===== config.mk =====
export PLATFORM = sky130hd
export DESIGN_NAME = pbr_ctrl
export DESIGN_NICKNAME = d
export VERILOG_FILES = /design/src/rtl/core/pbr_pkg.sv /design/src/rtl/core/pbr_ctrl.sv
export SDC_FILE = /design/constraint.sdc
export NUM_CORES = 1
export LEC_CHECK = 0
export ABC_AREA = 1
export BUFFER_PORTS_ARGS = -buffer_cell sky130_fd_sc_hd__buf_2
export CAP_MARGIN = 5
export CORE_AREA = 3 3 40 42
export CTS_BUF_LIST = sky130_fd_sc_hd__clkbuf_16
export CTS_CLUSTER_DIAMETER = 200
export DETAILED_ROUTE_END_ITERATION = 10
export DIE_AREA = 0 0 43 45
export GPL_TIMING_DRIVEN = 1
export PLACE_DENSITY = 0.42
export SLEW_MARGIN = 20
export SYNTH_ARGS = -nofsm -noshare
export SYNTH_HDL_FRONTEND = slang
export SYNTH_SLANG_ARGS = --single-unit
export TNS_END_PERCENT = 50

===== constraint.sdc =====
create_clock -name clock -period 2.12 [get_ports clock]
set_clock_uncertainty 0.15 [all_clocks]
set_input_delay 0.212 -clock clock [delete_from_list [all_inputs] [get_ports clock]]
set_output_delay 0.212 -clock clock [all_outputs]
set_load 0.1 [all_outputs]

===== src/rtl/core/pbr_pkg.sv =====
// Shared types, constants and the helper function of the planar ByteRun1 line decoder.
`default_nettype none
package pbr_pkg;
   localparam int MAX_WIDTH   = 1024;
   localparam int MAX_PLANES  = 8;
   localparam int STORE_DEPTH = MAX_WIDTH / 8;
   localparam int STORE_AW    = $clog2(STORE_DEPTH);
   localparam int WORD_W      = 64;
   localparam int CSR_IW      = 3;
   localparam int CSR_DW      = 16;

   localparam logic [CSR_IW-1:0] REG_IMAGE_WIDTH  = 3'd0;
   localparam logic [CSR_IW-1:0] REG_IMAGE_HEIGHT = 3'd1;
   localparam logic [CSR_IW-1:0] REG_PLANE_COUNT  = 3'd2;
   localparam logic [CSR_IW-1:0] REG_COMP_MODE    = 3'd3;
   localparam logic [CSR_IW-1:0] REG_MASK_PLANE   = 3'd4;

   localparam logic [7:0] MODE_NONE     = 8'd0;
   localparam logic [7:0] MODE_BYTERUN1 = 8'd1;
   localparam logic [7:0] HDR_NOP       = 8'h80;
   localparam logic [8:0] RUN_BASE      = 9'h101;

   localparam logic [1:0] STATUS_OK      = 2'd0;
   localparam logic [1:0] STATUS_OVERRUN = 2'd1;
   localparam logic [1:0] STATUS_EARLY   = 2'd2;
   localparam logic [1:0] STATUS_UNSUP   = 2'd3;

   typedef enum logic [1:0] {
      PH_HEADER,
      PH_LITERAL,
      PH_RUN,
      PH_DONE
   } phase_type;

   typedef enum logic [1:0] {
      CLS_IGNORE,
      CLS_ERROR,
      CLS_HEADER,
      CLS_STORE
   } cls_type;

   typedef enum logic [2:0] {
      ST_IDLE,
      ST_READ,
      ST_WRITE,
      ST_END,
      ST_FLUSH,
      ST_ERROR
   } state_type;

   typedef struct packed {
      logic accept;
      logic read;
      logic write;
      logic end_chk;
      logic flush;
      logic err_push;
   } cmd_type;

   typedef struct packed {
      cls_type cls;
      logic    store_last;
      logic    wr_stall;
      logic    pend_valid;
      logic    end_err;
      logic    out_free;
   } stat_type;

   // Spreads the eight bits of a plane byte over eight pixels, MSB to pixel 0.
   function automatic logic [WORD_W-1:0] expand_byte(input logic [7:0] b);
      logic [WORD_W-1:0] w;
      w = '0;
      for (int i = 0; i < 8; i++) begin
         w[8*i] = b[7-i];
      end
      return w;
   endfunction
endpackage
`default_nettype wire


===== src/rtl/core/pbr_ctrl.sv =====
// Controller state machine that sequences header decode, store updates and result transfers.
`default_nettype none
module pbr_ctrl (
   input  wire logic               clock,
   input  wire logic               reset,
   input  wire logic               req_valid,
   output logic                    req_ready,
   input  wire pbr_pkg::stat_type  stat,
   output pbr_pkg::cmd_type        cmd
);
   import pbr_pkg::*;

   state_type state_ff, state_in;

   always_ff @(posedge clock) begin
      if (reset) begin
         state_ff <= ST_IDLE;
      end else begin
         state_ff <= state_in;
      end
   end

   always_comb begin
      state_in = state_ff;
      unique case (state_ff)
         ST_IDLE: begin
            if (req_valid) begin
               unique case (stat.cls)
                  CLS_IGNORE: state_in = ST_IDLE;
                  CLS_ERROR:  state_in = ST_ERROR;
                  CLS_HEADER: state_in = ST_END;
                  CLS_STORE:  state_in = ST_READ;
                  default:    state_in = ST_IDLE;
               endcase
            end
         end
         ST_READ:  state_in = ST_WRITE;
         ST_WRITE: begin
            if (!stat.wr_stall) begin
               state_in = stat.store_last ? ST_END : ST_READ;
            end
         end
         ST_END: begin
            if (stat.end_err) begin
               state_in = ST_ERROR;
            end else if (stat.pend_valid) begin
               state_in = ST_FLUSH;
            end else begin
               state_in = ST_IDLE;
            end
         end
         ST_FLUSH: if (stat.out_free) state_in = ST_IDLE;
         ST_ERROR: if (stat.out_free) state_in = ST_IDLE;
         default:  state_in = ST_IDLE;
      endcase
   end

   always_comb begin
      cmd       = '0;
      req_ready = 1'b0;
      unique case (state_ff)
         ST_IDLE: begin
            req_ready  = 1'b1;
            cmd.accept = req_valid;
         end
         ST_READ:  cmd.read     = 1'b1;
         ST_WRITE: cmd.write    = !stat.wr_stall;
         ST_END:   cmd.end_chk  = 1'b1;
         ST_FLUSH: cmd.flush    = stat.out_free;
         ST_ERROR: cmd.err_push = stat.out_free;
         default: begin
            cmd       = '0;
            req_ready = 1'b0;
         end
      endcase
   end
endmodule
`default_nettype wire


==> flow_metrics.py <==
metrics = {
    "synth": {
        "syn_nets": 55,
        "synthesis.area_um2": 254,
        "synthTopCellsByArea": "dfxtp_1, nand2_1, nand3_1",
        "yosysTopAreaCell": "dfxtp_1",
        "ys_seq_area_frac": 0.236,
        "ys_seq_elements": 3,
        "yosys_warnings": 0,
        "synth_cells": 45,
        "syn_area_per_cell_um2": 5.64,
        "synth_top_area_frac": 0.236,
        "synth.distinct_cells": 13,
    },
    "cts": {
        "post-cts-setup-buffers": 0,
        "clk_pin_slew_ns": 0.03,
        "clk_latency_ns": 0.22,
        "clock_path_buffers": 2,
        "ctsResizeCount": 0,
        "cts_tree": "done",
        "hold_buffers": 0,
        "htreeDepth": 1,
        "cts_buffers": 3,
        "root_buffer": "clkbuf_16",
        "cts_sinks": 3,
    },
    "global_routing": {
        "antenna_found_initial": 0,
        "gr-total-overflow": 0,
        "grt_pass1_wl_um": 1240,
        "grt_max_degree": 8,
        "track_usage": 0.0840,
        "grt_pass1_vias": 307,
    },
    "min_path": {
        "hold_class": "input pin to flip-flop",
    },
    "sta": {
        "slew-limit-headroom": 0.677,
        "fmax_ghz": 0.509,
        "final-hold-violation-count": 0,
        "fin_setup_tns_ns": 0,
        "rsz0062_at_grt": "false",
        "report.final.slew_viol_count": 0,
        "min_period_ns": 1.96,
        "setup_viol": 0,
        "worstMarginPinSlew_ns": 0.487,
        "period_share": 0.926,
    },
    "floorplan": {
        "start_util": 0.198,
        "die_area_um2": 1940,
        "num_io_pins": 17,
        "die-height_um": 45,
        "rows": 13,
        "core_region_area_um2": 1280,
        "die_w_um": 43,
    },
    "setup_path": {
        "cp_num_buf_inv": 2,
        "crit_chain": "inv_1, nor4_4, buf_2",
        "critPathTopFamily": "buffers and inverters",
        "critPathCaptureType": "primary output",
        "crit_path_max_incr_delay_ns": 0.48,
        "cp.arrival_ns": 1.60,
        "cp_slowest_cell": "dfxtp_1",
        "start_kind": "flip-flop",
        "path_class": "flip-flop to primary output",
        "cp.required_ns": 1.76,
        "path_max_fanout": 7,
    },
    "job": {
        "cap_violations": 0,
    },
    "place": {
        "io_buffer_count": 16,
        "place_area_um2": 389,
        "place_hpwl_um": 628,
        "gp_congestion": 0.742,
    },
    "route": {
        "drtIter0Drc": 7,
        "drc": 0,
        "final_antenna_net_count": 0,
        "wl_per_cell_um": 9.69,
        "first_pass_iters": 3,
        "routed_wl_um": 775,
        "via_per_inst": 4.33,
        "vias": 346,
    },
    "layout": {
        "diodes": 0,
        "largest_reg_flops": 3,
        "finish.utilization": 0.364,
        "top_regs": "state_ff: 3 flops",
        "postLayoutCellArea_um2": 468,
        "fin_nets": 76,
        "layout-drive-gt1-share": 0.400,
        "top_register": "state_ff",
        "syn_to_final_growth_pct": 84.2,
    },
    "run_status": {
        "outcome": "finished clean",
    },
}
per-layer routing:
metal | vias up | global-route usage | wire (um) | share of wire
met4 | 0 | 0.0361 | 0 | 0
met1 | 149 | 0.106 | 341 | 0.44
li1 | 190 | - | - | -
met5 | - | 0 | 0 | 0
met3 | 0 | 0.0120 | 32 | 0.041
met2 | 7 | 0.144 | 400 | 0.52
cell type report:
cell class / instances / area (um2)
fillers: 144 / 817
multi-input cells: 33 / 196
repair buffers: 16 / 80.1
clock buffers: 3 / 75.1
flip-flops and latches: 3 / 60.1
inverters: 9 / 33.8
well taps: 15 / 18.8
clock inverters: 1 / 3.75
cell families (layout without fill, tap and decap cells):
kind of cell / Yosys count / after routing / share of synthesized area
compound gates: 6 / 6 / 0.118
buf+inv: 9 / 29 / 0.133
flops: 3 / 3 / 0.236
simple gates: 27 / 27 / 0.512
per-stage QoR:
step | hold slack [ns] | setup slack (ns) | std cells
finish | 0.0286 | 0.157 | 80
global placement | 0.254 | 0.429 | 76
global route | 0.0351 | 0.0774 | 80
CTS | 0.0259 | 0.154 | 80
floorplan | 0.131 | -0.482 | 45
detailed placement | 0.255 | 0.388 | 76
synthesized netlist by cell type, drive strengths merged:
cell type  instances
a21oi              3
dfxtp              3
inv                9
nand2              9
nand3              6
nand4              2
nor2               7
nor4               3
o21ai              3
cells in the final DEF (no fill, tap or decap), drive strengths merged:
master / instances
dfxtp: 3
buf: 16
inv: 10
a21oi: 3
o21ai: 3
nand4: 2
nand3: 6
clkbuf: 3
nand2: 9
nor4: 3
nor2: 7
path summary, 6_finish.rpt:
| check | start | end | slack [ns] | cells after the start |
|---|---|---|---|---|
| worst min register to register | state_ff[0] | state_ff[0] | 0.44 | 2 |
| worst max-delay path | state_ff[0] | cmd[0] | 0.16 | 3 |
| worst max register to register | state_ff[0] | state_ff[1] | 0.71 | 6 |
| worst min-delay path | reset | state_ff[2] | 0.03 | 2 |
Power is left out: the tool's default activity adds up to more than one toggle a clock period on the data nets, which glitch-free logic cannot reach.
